[src/box_blur_3x3_edge_aware_unit_assert.svh]
// assertion macros for the blur unit
`ifndef BOX_BLUR_3X3_EDGE_AWARE_UNIT_ASSERT_SVH
`define BOX_BLUR_3X3_EDGE_AWARE_UNIT_ASSERT_SVH

`define BB3_ASSERT_ALWAYS(lbl, cond, msg) \
   lbl: assert property (@(posedge clock) disable iff (reset) (cond)) else $error(msg);

`define BB3_ASSERT_IMPLY(lbl, pre, post, msg) \
   lbl: assert property (@(posedge clock) disable iff (reset) (pre) |-> (post)) else $error(msg);

`endif

[src/bb3_pkg.sv]
package bb3_pkg;

   typedef struct packed {
      logic       mode;
      logic [7:0] in_red;
      logic [7:0] in_green;
      logic [7:0] in_blue;
   } req_type;

   typedef struct packed {
      logic [7:0] out_red;
      logic [7:0] out_green;
      logic [7:0] out_blue;
      logic       last_of_image;
   } rsp_type;

   typedef struct packed {
      logic [7:0] red;
      logic [7:0] green;
      logic [7:0] blue;
   } pix_type;

   typedef struct packed {
      pix_type top;
      pix_type mid;
      pix_type bot;
   } col_type;

   typedef struct packed {
      logic up;
      logic down;
      logic left;
      logic right;
   } sel_type;

   typedef struct packed {
      logic vld;
      logic flush;
      logic bank;
      logic e1;
      logic e2;
      logic up;
      logic down;
      logic left;
      logic last;
   } ctl_type;

   typedef struct packed {
      logic [11:0] red;
      logic [11:0] green;
      logic [11:0] blue;
   } sum_type;

   typedef logic [1:0] cnt_type;

   localparam cnt_type CNT4 = 2'd0;
   localparam cnt_type CNT6 = 2'd1;
   localparam cnt_type CNT9 = 2'd2;

   localparam logic REG_WIDTH  = 1'b0;
   localparam logic REG_HEIGHT = 1'b1;

   localparam logic [10:0] WIDTH_RESET  = 11'd1024;
   localparam logic [15:0] HEIGHT_RESET = 16'd2;

   localparam logic [12:0] RECIP6 = 13'd5462;
   localparam logic [12:0] RECIP9 = 13'd3641;

   function automatic logic [11:0] byte_sum(input logic [7:0] a, input logic [7:0] b,
                                           input logic [7:0] c, input logic use_a,
                                           input logic use_c);
      logic [11:0] s;
      begin
         s = {4'd0, b};
         if (use_a) s = s + {4'd0, a};
         if (use_c) s = s + {4'd0, c};
         return s;
      end
   endfunction

   function automatic logic [7:0] div_round(input logic [11:0] s, input cnt_type cnt);
      logic [12:0] x;
      logic [25:0] p;
      logic [7:0]  q;
      begin
         x = 13'd0;
         p = 26'd0;
         q = 8'd0;
         case (cnt)
            CNT4: begin
               x = {1'b0, s} + 13'd2;
               q = x[9:2];
            end
            CNT6: begin
               x = {s, 1'b0} + 13'd6;
               p = {13'd0, x} * {13'd0, RECIP6};
               q = p[23:16];
            end
            CNT9: begin
               x = {s, 1'b0} + 13'd9;
               p = {13'd0, x} * {13'd0, RECIP9};
               q = p[23:16];
            end
            default: q = 8'd0;
         endcase
         return q;
      end
   endfunction

endpackage

[src/bb3_avg.sv]
module bb3_avg import bb3_pkg::*; (
   input  logic    clock,
   input  col_type col_a,
   input  col_type col_b,
   input  col_type col_c,
   input  sel_type sel,
   output pix_type avg
);

   sum_type     sum_in;
   sum_type     sum_ff;
   cnt_type     cnt_in;
   cnt_type     cnt_ff;
   pix_type     avg_ff;
   logic        rows3;
   logic        cols3;
   logic [11:0] ra_r, rb_r, rc_r, ra_g, rb_g, rc_g, ra_b, rb_b, rc_b;

   always_comb begin
      ra_r = byte_sum(col_a.top.red,   col_a.mid.red,   col_a.bot.red,   sel.up, sel.down);
      rb_r = byte_sum(col_b.top.red,   col_b.mid.red,   col_b.bot.red,   sel.up, sel.down);
      rc_r = byte_sum(col_c.top.red,   col_c.mid.red,   col_c.bot.red,   sel.up, sel.down);
      ra_g = byte_sum(col_a.top.green, col_a.mid.green, col_a.bot.green, sel.up, sel.down);
      rb_g = byte_sum(col_b.top.green, col_b.mid.green, col_b.bot.green, sel.up, sel.down);
      rc_g = byte_sum(col_c.top.green, col_c.mid.green, col_c.bot.green, sel.up, sel.down);
      ra_b = byte_sum(col_a.top.blue,  col_a.mid.blue,  col_a.bot.blue,  sel.up, sel.down);
      rb_b = byte_sum(col_b.top.blue,  col_b.mid.blue,  col_b.bot.blue,  sel.up, sel.down);
      rc_b = byte_sum(col_c.top.blue,  col_c.mid.blue,  col_c.bot.blue,  sel.up, sel.down);
      sum_in.red   = rb_r + (sel.left ? ra_r : 12'd0) + (sel.right ? rc_r : 12'd0);
      sum_in.green = rb_g + (sel.left ? ra_g : 12'd0) + (sel.right ? rc_g : 12'd0);
      sum_in.blue  = rb_b + (sel.left ? ra_b : 12'd0) + (sel.right ? rc_b : 12'd0);
      rows3 = sel.up & sel.down;
      cols3 = sel.left & sel.right;
      if (rows3 && cols3) begin
         cnt_in = CNT9;
      end else if (rows3 || cols3) begin
         cnt_in = CNT6;
      end else begin
         cnt_in = CNT4;
      end
   end

   always_ff @(posedge clock) begin
      sum_ff       <= sum_in;
      cnt_ff       <= cnt_in;
      avg_ff.red   <= div_round(sum_ff.red,   cnt_ff);
      avg_ff.green <= div_round(sum_ff.green, cnt_ff);
      avg_ff.blue  <= div_round(sum_ff.blue,  cnt_ff);
   end

   assign avg = avg_ff;

endmodule

[config.mk]
export PLATFORM = sky130hd
export DESIGN_NAME = bb3_avg
export DESIGN_NICKNAME = d
export VERILOG_FILES = /design/src/box_blur_3x3_edge_aware_unit_assert.svh /design/src/bb3_pkg.sv /design/src/bb3_avg.sv
export SDC_FILE = /design/constraint.sdc
export NUM_CORES = 1
export LEC_CHECK = 0
export BUFFER_PORTS_ARGS = -buffer_cell sky130_fd_sc_hd__buf_2
export CAP_MARGIN = 25
export CORE_MARGIN = 3
export CORE_UTILIZATION = 25
export CTS_BUF_LIST = sky130_fd_sc_hd__clkbuf_2 sky130_fd_sc_hd__clkbuf_4 sky130_fd_sc_hd__clkbuf_8
export CTS_CLUSTER_DIAMETER = 120
export DETAILED_ROUTE_END_ITERATION = 10
export HOLD_SLACK_MARGIN = 0.08
export PLACE_DENSITY = 0.48
export SKIP_CTS_REPAIR_TIMING = 1
export SLEW_MARGIN = 15
export SYNTH_ARGS = -nofsm -noshare
export SYNTH_HDL_FRONTEND = slang
export SYNTH_SLANG_ARGS = --single-unit
[constraint.sdc]
create_clock -name clock -period 5.85 [get_ports clock]
set_input_delay 0.8775 -clock clock [delete_from_list [all_inputs] [get_ports clock]]
set_output_delay 0.8775 -clock clock [all_outputs]
set_load 0.02 [all_outputs]
---- Yosys cells after proc, flatten, opt, wreduce, memory -nomap -nowiden ----
Cells that the tools add are included.
storage, ports and cells
  register bits after elaboration ......... 62
  input bits .............................. 221
  output and inout bits ................... 24
operators by class
  $add $sub $neg .......................... 33
  multipliers ............................. 6
  equal/unequal tests ..................... 2
  multiplexer cells ....................... 28
  bitwise operators ....................... 2
  reductions and logical operators ........ 3
operators with widths
  operator                                                               number
  12-bit 2-to-1 mux                                                      15
  12-bit by 8-bit adder with 12-bit output                               9
  8-bit by 8-bit adder with 9-bit output                                 9
  9-bit 2-to-1 mux                                                       9
  12-bit adder                                                           6
  13-bit by 12-bit multiplier with 24-bit output, second input constant  3
  8-bit case mux with 3 select lines                                     3
  13-bit by 12-bit multiplier with 23-bit output, second input constant  3
  13-bit by 3-bit adder with 13-bit output, second input constant        3
  13-bit by 4-bit adder with 13-bit output, second input constant        3
  10-bit by 2-bit adder with 10-bit output, second input constant        3
  1-bit bitwise AND                                                      2
  2-bit by 1-bit equality test with 1-bit output, second input constant  1
  2-bit equality test, second input constant                             1
  2-bit logical NOT                                                      1
  1-bit logical AND                                                      1
  1-bit logical OR                                                       1
  1-bit 2-to-1 mux                                                       1

---- Logic depth before layout (Yosys ltp) ----
  depth after elaboration ................. 7
  depth in mapped cells ................... 26

---- Worst setup path after synthesis ----
No wires, ideal clock.
  path type ............................... register -> register
  start ................................... register sum_ff[29] (netlist bit)
  end ..................................... register avg_ff, in the netlist avg[22]
  library setup time ...................... 0.070 ns
  arrival time ............................ 5.850 ns
  required time ........................... 5.780 ns
  slack ................................... -0.070 ns
  stages on the path, launching flop included .. 25
  buffers on the path ..................... 2
  clock period less this slack ............ 5.920 ns
  cells stage by stage .................... dfxtp_1 > clkbuf_1 > and3_1 > clkbuf_1 > and3_1 > nand3_1 > nor2_1 > xor2_1 > ha_1 > ha_1 > fa_1 > fa_1 > inv_1 > fa_1 > inv_1 > ha_1 > a21o_1 > a21o_1 > a22oi_1 > nand3b_1 > o31ai_1 > o22ai_1 > a22o_1 > a31o_2 > a21oi_1
between the ends
  word-level cells in the longest chain between the ends .. 3
  elaborated cells on any way between the ends .. 6
  classes of those cells .................. add/sub (3); mul (2); mux (1)
ends and longest elaborated chain
  item                                                                                                                     line                           source
  start: declaration                                                                                                       bb3_avg.sv:11                  sum_type sum_ff;
  start signal: assignment                                                                                                 bb3_avg.sv:44                  sum_ff <= sum_in;
  13-bit by 4-bit adder with 13-bit output / 13-bit by 3-bit adder with 13-bit output (equally long branches)              bb3_pkg.sv:100, bb3_pkg.sv:95
  13-bit by 12-bit multiplier with 24-bit output / 13-bit by 12-bit multiplier with 23-bit output (equally long branches)  bb3_pkg.sv:101, bb3_pkg.sv:96
  8-bit case mux with 3 select lines (*)                                                                                   bb3_pkg.sv:89                  case (cnt)
  end: declaration                                                                                                         bb3_avg.sv:14                  pix_type avg_ff;
Mark *: on every way between the ends. The rest lies on a longest branch, timed or not.
A chain may end at the register's enable or synchronous reset.

---- Worst setup path after layout ----
  start ................................... register sum_ff[13] (netlist bit)
  end ..................................... register avg_ff, in the netlist avg[14]
Same word-level chain as after synthesis.

==> out/results.ini <==
[status]
run_status=completed

[floorplan]
dieHeight_um=322
die_w_um=322
ios=245
dieArea_um2=104000
fp-row-count=115
start_util=0.253
core-area_um2=98700

[hold_path]
hp-class=register to register

[sta]
setup_violations=0
drv_slew=0
period_share=0.959
tightest_slew_ns=0.744
period_needed_ns=5.61
fin_skew_ns=0.0130
final_hold_viol_count=0
relSlewSlack=0.504
holdWs_ns=0.642
fmax_ghz=0.178

[placement]
dpl.hpwl_um=64300
io_buffers=244
place_congestion=0.847

[synthesis]
synth_most_common_cell=inv_1
ys_warn_count=0
avgSynthCellArea_um2=8.54
synth_area_um2=24900
ys_seq_area_frac=0.0498
synth-edff-count=0
yosysUniqueCellTypes=68
synth_common_cells=inv_1, ha_1, fa_1
ys_seq_elements=62
syn_inst=2921
synth_area_leader_cell=ha_1
netlist.area_leader.share=0.306
synthArstFlopShare=0
syn_nets=3989
synthTopCellsByArea=ha_1, fa_1, inv_1
ys.flop_type=dfxtp_1

[cells_and_area]
fillerInstances=10700
area_growth_pct=18.9
final_nets=4356
drive_above_1_share=0.182
fin_util=0.301

[route]
dr.pass1.iters=5
first_iter_violations=546
drc=0
wl_um=70800
post_drt_wl_per_cell_um=15.4
ant_nets=0
viasPerCell=4.30
via_count=19800

[clock_network]
cts_tree=yes
clk_latency_ns=0.42
cts_max_level=3
clock_sinks=62
root_buffer=clkbuf_8
cts_buffer_depth=2
cts_buffers=9
path_clk_slew_ns=0.08

[job]
max_cap_viol_count=0

[grt]
grt_first_pass_wirelength_um=112000
grt_max_degree=101
grt_usage=0.138
grt_overflow=0
first_global_vias=20900
antenna_found_initial=24

[critical_path]
worst-r2r-setup-slack_ns=0.24
slowest_delay_ns=0.55
path_class=register to register
cp.required_ns=6.14
critPathTopFamily=adder cells
r2r_cells=25
end_kind=register
crit_fanout=4
cp-startpoint=sum_ff[13]
endpoint=avg[14]
slowest_stage=fa_1
cp_num_cells=25
rr_endpoint=avg[14]
cp.buffers_inverters=7
start_kind=register
r2r-start=sum_ff[13]
cpMostUsedCell=fa_1
worstPathArrival_ns=5.90

## cells by family after synthesis
family,Yosys count,synth area share
AO/OA/AOI/OAI,545,0.135
XOR/XNOR,289,0.102
adder cells (fa/ha/maj),849,0.497
buffers and inverters,684,0.103
flip-flops,62,0.0498
multiplexers,67,0.0298
AND/OR/NAND/NOR,425,0.0828
## worst min path at each step
stage | from | to | cells past startpoint
floorplan | cnt_ff[1] | avg[18] | 2
global placement | cnt_ff[0] | avg[11] | 1
detailed placement | cnt_ff[0] | avg[11] | 1
CTS | cnt_ff[0] | avg[11] | 1
global route | cnt_ff[0] | avg[11] | 1
finish | cnt_ff[0] | avg[11] | 1
## sequential cells by signal, summed over array words and instances (netlist names)
signal	count
cnt_ff	2
sum_ff	36
avg	24
## through the flow
stage / cells / setup TNS [ns] / setup slack, ns / area, µm²
after floorplan: 2921 / 0 / 0.0201 / 24900
after global placement: 4552 / 0 / 0.0464 / 28800
after detailed placement: 4552 / -0.0346 / -0.0346 / 28800
after CTS: 4568 / -0.104 / -0.0770 / 29000
after global routing: 4588 / -0.0257 / -0.0257 / 29600
final: 4595 / 0 / 0.242 / 29700
## metal layers
layer	track usage	up-vias	wire length, µm
li1	-	10300	-
met1	0.184	9150	34300
met2	0.236	230	33100
met3	0.0239	39	2620
met4	0.0281	4	754
met5	0	-	23
## cell type report
cell class / instances / area [µm²] / share of cell area
diodes: 15 / 37.5 / 0.00127
clock buffers: 13 / 166 / 0.00561
clock inverters: 3 / 42.5 / 0.00143
inverters: 625 / 2350 / 0.0791
multi-input cells: 2175 / 21700 / 0.730
flip-flops and latches: 62 / 1260 / 0.0424
well taps: 1287 / 1610 / 0.0543
repair buffers: 415 / 2540 / 0.0856
## cell usage in the layout (no fill, tap or decap), types with 15 or more instances in the layout
| cell | n |
|---|---|
| buf_4 | 170 |
| and3_1 | 17 |
| xnor2_1 | 187 |
| mux2_2 | 58 |
| o211ai_1 | 20 |
| nor2_1 | 93 |
| a21o_1 | 65 |
| o21bai_1 | 28 |
| xor2_1 | 75 |
| fa_1 | 238 |
| a21boi_0 | 21 |
| a21oi_1 | 156 |
| o21a_1 | 17 |
| nand2_1 | 119 |
| nand2b_1 | 29 |
| ha_1 | 592 |
| nand3_1 | 25 |
| buf_2 | 242 |
| diode_2 | 15 |
| dfxtp_1 | 53 |
| inv_1 | 616 |
| o21ai_1 | 17 |
| xnor2_2 | 18 |
| nor2b_1 | 46 |
| o21ai_0 | 144 |
| nor3_1 | 34 |
Power is not shown: default switching activity piles up to over one toggle a cycle in this logic, so the estimate is an artifact.
