### src/box_blur_3x3_edge_aware_unit_assert.svh
// assertion macros for the blur unit
`ifndef BOX_BLUR_3X3_EDGE_AWARE_UNIT_ASSERT_SVH
`define BOX_BLUR_3X3_EDGE_AWARE_UNIT_ASSERT_SVH

`define BB3_ASSERT_ALWAYS(lbl, cond, msg) \
   lbl: assert property (@(posedge clock) disable iff (reset) (cond)) else $error(msg);

`define BB3_ASSERT_IMPLY(lbl, pre, post, msg) \
   lbl: assert property (@(posedge clock) disable iff (reset) (pre) |-> (post)) else $error(msg);

`endif

### src/bb3_pkg.sv
package bb3_pkg;

   typedef struct packed {
      logic       mode;
      logic [7:0] in_red;
      logic [7:0] in_green;
      logic [7:0] in_blue;
   } req_type;

   typedef struct packed {
      logic [7:0] out_red;
      logic [7:0] out_green;
      logic [7:0] out_blue;
      logic       last_of_image;
   } rsp_type;

   typedef struct packed {
      logic [7:0] red;
      logic [7:0] green;
      logic [7:0] blue;
   } pix_type;

   typedef struct packed {
      pix_type top;
      pix_type mid;
      pix_type bot;
   } col_type;

   typedef struct packed {
      logic up;
      logic down;
      logic left;
      logic right;
   } sel_type;

   typedef struct packed {
      logic vld;
      logic flush;
      logic bank;
      logic e1;
      logic e2;
      logic up;
      logic down;
      logic left;
      logic last;
   } ctl_type;

   typedef struct packed {
      logic [11:0] red;
      logic [11:0] green;
      logic [11:0] blue;
   } sum_type;

   typedef logic [1:0] cnt_type;

   localparam cnt_type CNT4 = 2'd0;
   localparam cnt_type CNT6 = 2'd1;
   localparam cnt_type CNT9 = 2'd2;

   localparam logic REG_WIDTH  = 1'b0;
   localparam logic REG_HEIGHT = 1'b1;

   localparam logic [10:0] WIDTH_RESET  = 11'd1024;
   localparam logic [15:0] HEIGHT_RESET = 16'd2;

   localparam logic [12:0] RECIP6 = 13'd5462;
   localparam logic [12:0] RECIP9 = 13'd3641;

   function automatic logic [11:0] byte_sum(input logic [7:0] a, input logic [7:0] b,
                                           input logic [7:0] c, input logic use_a,
                                           input logic use_c);
      logic [11:0] s;
      begin
         s = {4'd0, b};
         if (use_a) s = s + {4'd0, a};
         if (use_c) s = s + {4'd0, c};
         return s;
      end
   endfunction

   function automatic logic [7:0] div_round(input logic [11:0] s, input cnt_type cnt);
      logic [12:0] x;
      logic [25:0] p;
      logic [7:0]  q;
      begin
         x = 13'd0;
         p = 26'd0;
         q = 8'd0;
         case (cnt)
            CNT4: begin
               x = {1'b0, s} + 13'd2;
               q = x[9:2];
            end
            CNT6: begin
               x = {s, 1'b0} + 13'd6;
               p = {13'd0, x} * {13'd0, RECIP6};
               q = p[23:16];
            end
            CNT9: begin
               x = {s, 1'b0} + 13'd9;
               p = {13'd0, x} * {13'd0, RECIP9};
               q = p[23:16];
            end
            default: q = 8'd0;
         endcase
         return q;
      end
   endfunction

endpackage

### src/bb3_cell.sv
module bb3_cell import bb3_pkg::*; (
   input  logic    clock,
   input  logic    shift,
   input  col_type col_in,
   output col_type col_out
);

   col_type col_ff;

   always_ff @(posedge clock) begin
      if (shift) begin
         col_ff <= col_in;
      end
   end

   assign col_out = col_ff;

endmodule

### config.mk
export PLATFORM = sky130hd
export DESIGN_NAME = bb3_cell
export DESIGN_NICKNAME = d
export VERILOG_FILES = /design/src/box_blur_3x3_edge_aware_unit_assert.svh /design/src/bb3_pkg.sv /design/src/bb3_cell.sv
export SDC_FILE = /design/constraint.sdc
export NUM_CORES = 1
export LEC_CHECK = 0
export CORE_MARGIN = 3
export CORE_UTILIZATION = 24
export DETAILED_ROUTE_END_ITERATION = 6
export DONT_BUFFER_PORTS = 1
export SYNTH_ARGS = -nofsm -noshare
export SYNTH_HDL_FRONTEND = slang
export SYNTH_SLANG_ARGS = --single-unit
### constraint.sdc
create_clock -name clock -period 0.8 [get_ports clock]
set_clock_uncertainty 0.2 [all_clocks]
set_input_delay 0.16 -clock clock [delete_from_list [all_inputs] [get_ports clock]]
set_output_delay 0.16 -clock clock [all_outputs]
set_load 0.02 [all_outputs]
**Yosys cells after proc, flatten, opt, wreduce, memory -nomap -nowiden**

Index checks and enable logic that the tools add are counted.

- Input port bits: 74
- Output and inout bits: 72
- Register bits: 72

**Longest topological paths before layout**

Gate-level depths: netlist of the first run.

- Depth after elaboration: 0
- Gate-level depth with buffers: 0
- Depth with buffers taken out: 0

**Worst setup path after synthesis of the first run**

Ideal clock, no wire load.

- Path kind: register to output
- Start: register col_ff, in the netlist col_out[0]
- End: output col_out[0] (netlist name)
- Required time: 0.440 ns
- Path slack: -0.009 ns
- Cell stages (with the launch flop): 1
- Arrival time: 0.449 ns
- Cells stage by stage: edfxtp_1

RTL lines:

| what | RTL line | source |
|---|---|---|
| start, declared | bb3_cell.sv:8 | `col_type col_ff;` |
| start signal, assigned | bb3_cell.sv:12 | `col_ff <= col_in;` |
| end, declared | bb3_cell.sv:5 | `output col_type col_out` |

No word-level cell between the ends.

**Worst setup path after layout of the first run**

- Start: register col_ff, in the netlist col_out[37]
- End: output col_out[37] (netlist name)

No word-level cell between the ends.

==> reports/metrics.yaml, run 1 <==
layout:
  largest_register_ffs: 72
  drive_gt1_share_pct: 8.75
  final_cells: 265
  nFillCells: 762
  multi_input_cells: 0
  finish.utilization_pct: 39.1
  area_growth_pct: 53.1
  multi_input_area_sq_um: 0
  nets: 229
  final_common_cell: "edfxtp_1"
  final_cell_mix: "edfxtp_1 (72), dlygate4sd3_1 (48), dlymetal6s4s_1 (24)"
  antenna_cells: 0
routing:
  dr_total_vias: 1050
  ant_nets: 0
  drtIter0Drc: 42
  wire_per_inst_microns: 16.8
  routed_wl_mm: 4.45
  dr.pass1.iters: 3
  viasPerCell: 3.96
  drc: 0
timing:
  setup_ws_ns: -0.399
  period_share_pct: 150
  max_freq_mhz: 834
  hold_violations: 96
  timing.final.crit_period_ns: 1.20
  rsz0062_at_grt: "yes"
  finalSetupViolations: 120
  slew_headroom_pct: 82.8
  tightest_slew_ns: 0.259
  fin_hold_ws_ns: -0.261
  drv_slew: 0
logic_synthesis:
  syn_area_sq_um: 2160
  synth_cell_types: 1
  yosysSeqAreaShare_pct: 100
  syn_inst: 72
  avgSynthCellArea_sq_um: 30.0
  ys_warn_count: 0
  syn_nets: 146
  synth.ff_latch_count: 72
pwr:
  p_comb_share_pct: 3.6
  worst_ir_drop_vdd_v: 0.000885
  power.share.clock_pct: 38.8
  p_int_mw: 6.83
  p_per_area_nw_per_um2: 2620
  p_leak_nw: 1.34
  seqPwrFrac_pct: 57.6
  netSwitchingFraction_pct: 21.3
  p_switching_mw: 1.84
clock_network:
  htreeDepth: 3
  cts_num_sinks: 72
  cts_tree: "yes"
  clkTransAtPathRegs_ns: 0.07
  ctsHoldBuffers: 72
  cts.path.max_buffers: 2
  cts_root_buffer: "clkbuf_8"
  cts_buffers: 9
placement:
  pre_cts_ws_ns: -0.0551
  gp_congestion: 0.569
  dp_cells: 177
  portBuffers: 0
floorplanning:
  start_util_pct: 25.5
  pin_count: 146
  die_h_microns: 101
  rows: 33
  core_sq_um: 8460
  fp.dieArea_sq_um: 10200
  die_width_microns: 101
critical_path:
  endpoint_kind: "output pin"
  crit_arrival_ns: 0.84
  critical_path.max_fanout: 1
  critPathKind: "flop to output pin"
  crit_required_ns: 0.44
  cp-start-kind: "flop"
global_routing:
  grt_pass1_wl_mm: 6.31
  grt_pass1_vias: 1126
  grt_antenna_before_repair: 0
  overflow: 0
  grt_max_degree: 73
  track_usage_pct: 8.64
status:
  violations: "hold timing, setup timing"
  run_status: "finished, violations left"
flow_run:
  maxCapViolations: 0
min_path:
  hp-class: "input pin to flop"
[per-layer routing]
| metal | global-route usage [%] | vias to the layer above | wire [microns] |
|---|---|---|---|
| li1 | - | 458 | - |
| met1 | 7.26 | 517 | 1330 |
| met2 | 15.9 | 67 | 2650 |
| met3 | 4.71 | 8 | 368 |
| met4 | 4.70 | 0 | 99 |
| met5 | 0 | - | 0 |
[repair_timing]
action | CTS | global route
gates resized for setup | 0 | 24
setup endpoints to repair | 72 | 96
buffers inserted | 0 | 0
pin swaps | 0 | 0
hold endpoints to repair | 144 | 96
[synth_stat cells, drive strengths merged]
master  count  area share (%)
edfxtp     72             100
[path summary, 6_finish.rpt]
check / from / endpoint / slack (ns) / cells after the start
setup / recovery: col_out[37]$_DFFE_PP_ / col_out[37] / -0.40 / 0
hold / removal: shift / col_out[16]$_DFFE_PP_ / -0.26 / 0
[kinds of logic (layout without fill, tap and decap cells)]
kind of cell,Yosys count,in the layout,synth area share (%)
DFF,72,72,100
buffers and inverters,0,88,0
[power groups by stage]
stage	clock, mW	combinational, mW	sequential, mW
CTS	3.49	0.283	5.01
detailed placement	0	0	5.09
finish	3.36	0.308	5.00
floorplan	0	0	5.04
global placement	0	0	5.09
global route	3.65	0.329	5.03
[cell type report]
class	count	area, sq um	share of cell area, %
sequential	72	2160	65.3
timing repair buffer	72	781	23.6
tap	105	131	3.97
clock buffer	10	128	3.86
clock inverter	6	108	3.25
[through the flow]
step / total power [mW] / TNS [ns] / area, sq um
after CTS: 8.78 / -29.11 / 3250
after global placement: 5.09 / -1.69 / 2290
after floorplan: 5.04 / -0.681 / 2160
after global routing: 9.01 / -30.25 / 3310
final: 8.67 / -27.68 / 3310
after detailed placement: 5.09 / -1.68 / 2290
Note: power is estimated with default switching activity, not from simulation.
==> inputs of run 2 (changes only) <==
--- a/config.mk
+++ b/config.mk
@@ -5,8 +5,10 @@
 export SDC_FILE = /design/constraint.sdc
 export NUM_CORES = 1
 export LEC_CHECK = 0
+export ABC_AREA = 1
+export CORE_ASPECT_RATIO = 1.1
 export CORE_MARGIN = 3
-export CORE_UTILIZATION = 24
+export CORE_UTILIZATION = 25
 export DETAILED_ROUTE_END_ITERATION = 6
 export DONT_BUFFER_PORTS = 1
 export SYNTH_ARGS = -nofsm -noshare
==> run 2 against run 1 <==
Compared with the run above:
- the run still ends with hold timing, setup timing left
- critical endpoint is now col_out[13]
- setup slack got worse by 0.022 ns
- sequential cell count unchanged
- wire length rose by 23%
- total power fell by 7.8%
==> reports/metrics.yaml, run 2 (synthesis results as in run 1) <==
floorplanning:
  pin_count: 146
  fp.dieArea_sq_um: 9800
  core_sq_um: 8170
  die_width_microns: 94.7
  die_h_microns: 104
  start_util_pct: 26.5
  rows: 34
clock_network:
  ctsHoldBuffers: 72
  postCtsSetupRepairBufs: 0
  cts_tree: "yes"
  cts_num_sinks: 72
  htreeDepth: 3
  cts_root_buffer: "clkbuf_8"
  clkTransAtPathRegs_ns: 0.07
  cts.path.max_buffers: 2
  cts_buffers: 9
placement:
  portBuffers: 0
  gp_congestion: 0.673
  dp_cells: 180
  placed_area_sq_um: 2300
  pre_cts_ws_ns: -0.0679
status:
  violations: "hold timing, setup timing"
  run_status: "finished, violations left"
routing:
  drtIter0Drc: 44
  dr_total_vias: 1089
  routed_wl_mm: 5.49
  wire_per_inst_microns: 20.5
  ant_nets: 0
  viasPerCell: 4.06
  drc: 0
  dr.pass1.iters: 3
critical_path:
  crit_arrival_ns: 0.86
  cp_num_cells: 0
  endpoint_kind: "output pin"
  cp-start-kind: "flop"
  critPathKind: "flop to output pin"
  crit_required_ns: 0.44
  critical_path.max_fanout: 1
timing:
  timing.final.crit_period_ns: 1.22
  period_share_pct: 153
  tightest_slew_ns: 0.281
  fin_hold_ws_ns: -0.269
  rsz0062_at_grt: "yes"
  max_freq_mhz: 819
  finalSetupViolations: 124
  hold_violations: 84
  drv_slew: 0
  setup_ws_ns: -0.421
  slew_headroom_pct: 81.3
global_routing:
  grt_pass1_vias: 1219
  grt_max_degree: 73
  grt_antenna_before_repair: 1
  overflow: 0
  track_usage_pct: 11.4
  grt_pass1_wl_mm: 7.76
layout:
  drive_gt1_share_pct: 8.81
  final_cells: 268
  stdcell_area_sq_um: 3240
  seq_area_sq_um: 2160
  final_cell_mix: "edfxtp_1 (72), dlygate4sd3_1 (60), dlymetal6s4s_1 (12)"
  multi_input_area_sq_um: 0
  nFillCells: 724
  multi_input_cells: 0
  final_common_cell: "edfxtp_1"
  area_growth_pct: 49.7
  nets: 229
  largest_register_ffs: 72
pwr:
  p_leak_nw: 1.20
  p_per_area_nw_per_um2: 2470
  worst_ir_drop_vdd_v: 0.000970
min_path:
  whs_path_depth: 0
  hp-class: "input pin to flop"
flow_run:
  maxCapViolations: 0
==> run 2: cell types whose count changed in the layout (fill, tap and decap cells not counted) <==
cell,previous run,this run
dlymetal6s4s_1,24,12
dlygate4sd3_1,48,60
clkbuf_1,1,0
clkinv_4,1,0
diode_2,0,1
clkinvlp_4,0,3
bufinv_16,3,1
==> run 2: layout make-up <==
cell class	instances	share of cell area [%]
flip-flops and latches	72	66.8
repair buffers	72	23.2
well taps	108	4.18
clock buffers	9	3.83
clock inverters	6	1.89
diodes	1	0.0773
==> run 2: path summary, 6_finish.rpt <==
kind                             startpoint              endpoint  slack, ns
worst min-delay path                  shift  col_out[8]$_DFFE_PP_      -0.27
worst max-delay path  col_out[13]$_DFFE_PP_           col_out[13]      -0.42
==> run 2: layer usage <==
| metal | track usage (%) | wire [microns] |
|---|---|---|
| met3 | 9.21 | 944 |
| met1 | 11.1 | 1890 |
| met5 | 0 | 0 |
| met4 | 6.19 | 119 |
| met2 | 17.0 | 2530 |
==> run 2: what timing repair did <==
action | in CTS | in global routing
endpoints found under the hold margin | 144 | 84
gates resized for setup | 0 | 12
gates cloned | 0 | 0
endpoints found under the setup margin | 72 | 84
==> run 2: power by group <==
part / total [mW] / switching, mW / internal [mW]
clock network: 2.66 / 1.26 / 1.40
logic: 0.305 / 0.0609 / 0.244
registers: 5.03 / 0.519 / 4.51
==> run 2: metrics by stage <==
step                      util (%)  TNS (ns)  hold slack, ns  total power [mW]
after floorplan                  -    -0.681          0.0589              5.04
after global placement        28.1     -2.28          0.0589              5.13
after detailed placement      28.1     -2.21          0.0589              5.12
after CTS                     39.2    -29.93          -0.285              8.10
after global routing          39.6    -31.27          -0.304              8.37
final                         39.6    -28.67          -0.269              8.00
==> inputs of run 3 (changes only) <==
--- a/config.mk
+++ b/config.mk
@@ -6,11 +6,14 @@
 export NUM_CORES = 1
 export LEC_CHECK = 0
 export ABC_AREA = 1
+export CELL_PAD_IN_SITES_DETAIL_PLACEMENT = 1
+export CELL_PAD_IN_SITES_GLOBAL_PLACEMENT = 2
 export CORE_ASPECT_RATIO = 1.1
 export CORE_MARGIN = 3
 export CORE_UTILIZATION = 25
 export DETAILED_ROUTE_END_ITERATION = 6
 export DONT_BUFFER_PORTS = 1
+export PLACE_DENSITY_LB_ADDON = 0.1
 export SYNTH_ARGS = -nofsm -noshare
 export SYNTH_HDL_FRONTEND = slang
 export SYNTH_SLANG_ARGS = --single-unit
==> run 3 against run 2 <==
Compared with the run above:
- clock-buffer cell count increased by 1
- sequential power barely moved
- non-clock buffer count unchanged
- first-iteration DRC count shrank 50%
- setup slack improved by 0.026 ns
- the run still ends with hold timing, setup timing left
- critical endpoint is now col_out[1]
- clock power is 13% higher
- largest cell class unchanged
- sequential cell count unchanged
- critical path type unchanged
- total power grew 4.1%
==> reports/metrics.yaml, run 3 (synthesis results as in run 1) <==
status:
  run_status: "finished, violations left"
  violations: "hold timing, setup timing"
layout:
  final_cells: 268
  multi_input_cells: 0
  drive_gt1_share_pct: 8.13
  finish.utilization_pct: 40.6
  final_common_cell: "edfxtp_1"
  antenna_cells: 0
  multi_input_area_sq_um: 0
  final_cell_mix: "edfxtp_1 (72), dlygate4sd3_1 (37), dlymetal6s4s_1 (35)"
  area_growth_pct: 53.4
  largest_register_ffs: 72
  stdcell_area_sq_um: 3320
  nets: 229
min_path:
  hp-class: "input pin to flop"
clock_network:
  clkTransAtPathRegs_ns: 0.08
  cts.path.max_buffers: 2
  cts_tree: "yes"
  cts_root_buffer: "clkbuf_8"
  cts_num_sinks: 72
  htreeDepth: 3
  ctsHoldBuffers: 72
  postCtsSetupRepairBufs: 0
  cts_buffers: 9
pwr:
  p_per_area_nw_per_um2: 2510
  p_leak_nw: 1.42
  worst_ir_drop_vdd_v: 0.00108
floorplanning:
  rows: 34
  die_width_microns: 94.7
  core_sq_um: 8170
  die_h_microns: 104
  fp.dieArea_sq_um: 9800
  start_util_pct: 26.5
  pin_count: 146
timing:
  timing.final.crit_period_ns: 1.20
  period_share_pct: 149
  drv_slew: 0
  slew_headroom_pct: 83.8
  tightest_slew_ns: 0.244
  tns_ns: -27.47
  rsz0062_at_grt: "yes"
  max_freq_mhz: 837
  fin_hold_ws_ns: -0.261
  hold_violations: 107
  finalSetupViolations: 108
  setup_ws_ns: -0.395
global_routing:
  grt_pass1_vias: 1215
  track_usage_pct: 9.62
  grt_max_degree: 73
  grt_pass1_wl_mm: 6.75
  overflow: 0
  grt_antenna_before_repair: 0
placement:
  portBuffers: 0
  placed_area_sq_um: 2300
  dp_cells: 180
  gp_congestion: 0.606
  pre_cts_ws_ns: -0.0404
routing:
  dr_total_vias: 1071
  drtIter0Drc: 22
  ant_nets: 0
  dr.pass1.iters: 3
  drc: 0
  viasPerCell: 4.00
  wire_per_inst_microns: 17.5
  routed_wl_mm: 4.68
critical_path:
  crit_arrival_ns: 0.84
  critPathKind: "flop to output pin"
  endpoint_kind: "output pin"
  crit_required_ns: 0.44
  cp-start-kind: "flop"
  critical_path.max_fanout: 1
flow_run:
  maxCapViolations: 0
run 3: power breakdown:
group | internal (mW) | switching [mW] | leakage [nW]
logic | 0.264 | 0.0527 | 0.611
clock network | 1.74 | 1.26 | 0.102
registers | 4.51 | 0.494 | 0.705
run 3: worst paths after layout:
path / from / end / slack (ns) / cells after the start
hold / removal: shift / col_out[68]$_DFFE_PP_ / -0.26 / 0
setup / recovery: col_out[1]$_DFFE_PP_ / col_out[1] / -0.40 / 0
run 3: metrics by stage:
step	hold WS (ns)	total power [mW]
2_1_floorplan	0.0589	5.04
3_3_place_gp	0.0589	5.10
3_5_place_dp	0.0589	5.10
4_1_cts	-0.280	8.42
5_1_grt	-0.292	8.69
6_report	-0.261	8.32
run 3: final cells by class:
class / count / area [sq um]
fill: 767 / 4850
clock inverter: 6 / 83.8
sequential: 72 / 2160
tap: 108 / 135
clock buffer: 10 / 128
timing repair buffer: 72 / 808
run 3: timing repair:
action                                  CTS  global route
gates resized for setup                   0            35
endpoints found under the hold margin   144           107
endpoints found under the setup margin   72           107
run 3: metal layers:
| metal | track usage [%] | routed length [microns] | vias up |
|---|---|---|---|
| met3 | 4.79 | 499 | 9 |
| met2 | 16.2 | 2500 | 88 |
| met5 | 0 | 0 | - |
| li1 | - | - | 459 |
| met4 | 5.67 | 119 | 0 |
| met1 | 9.21 | 1560 | 515 |
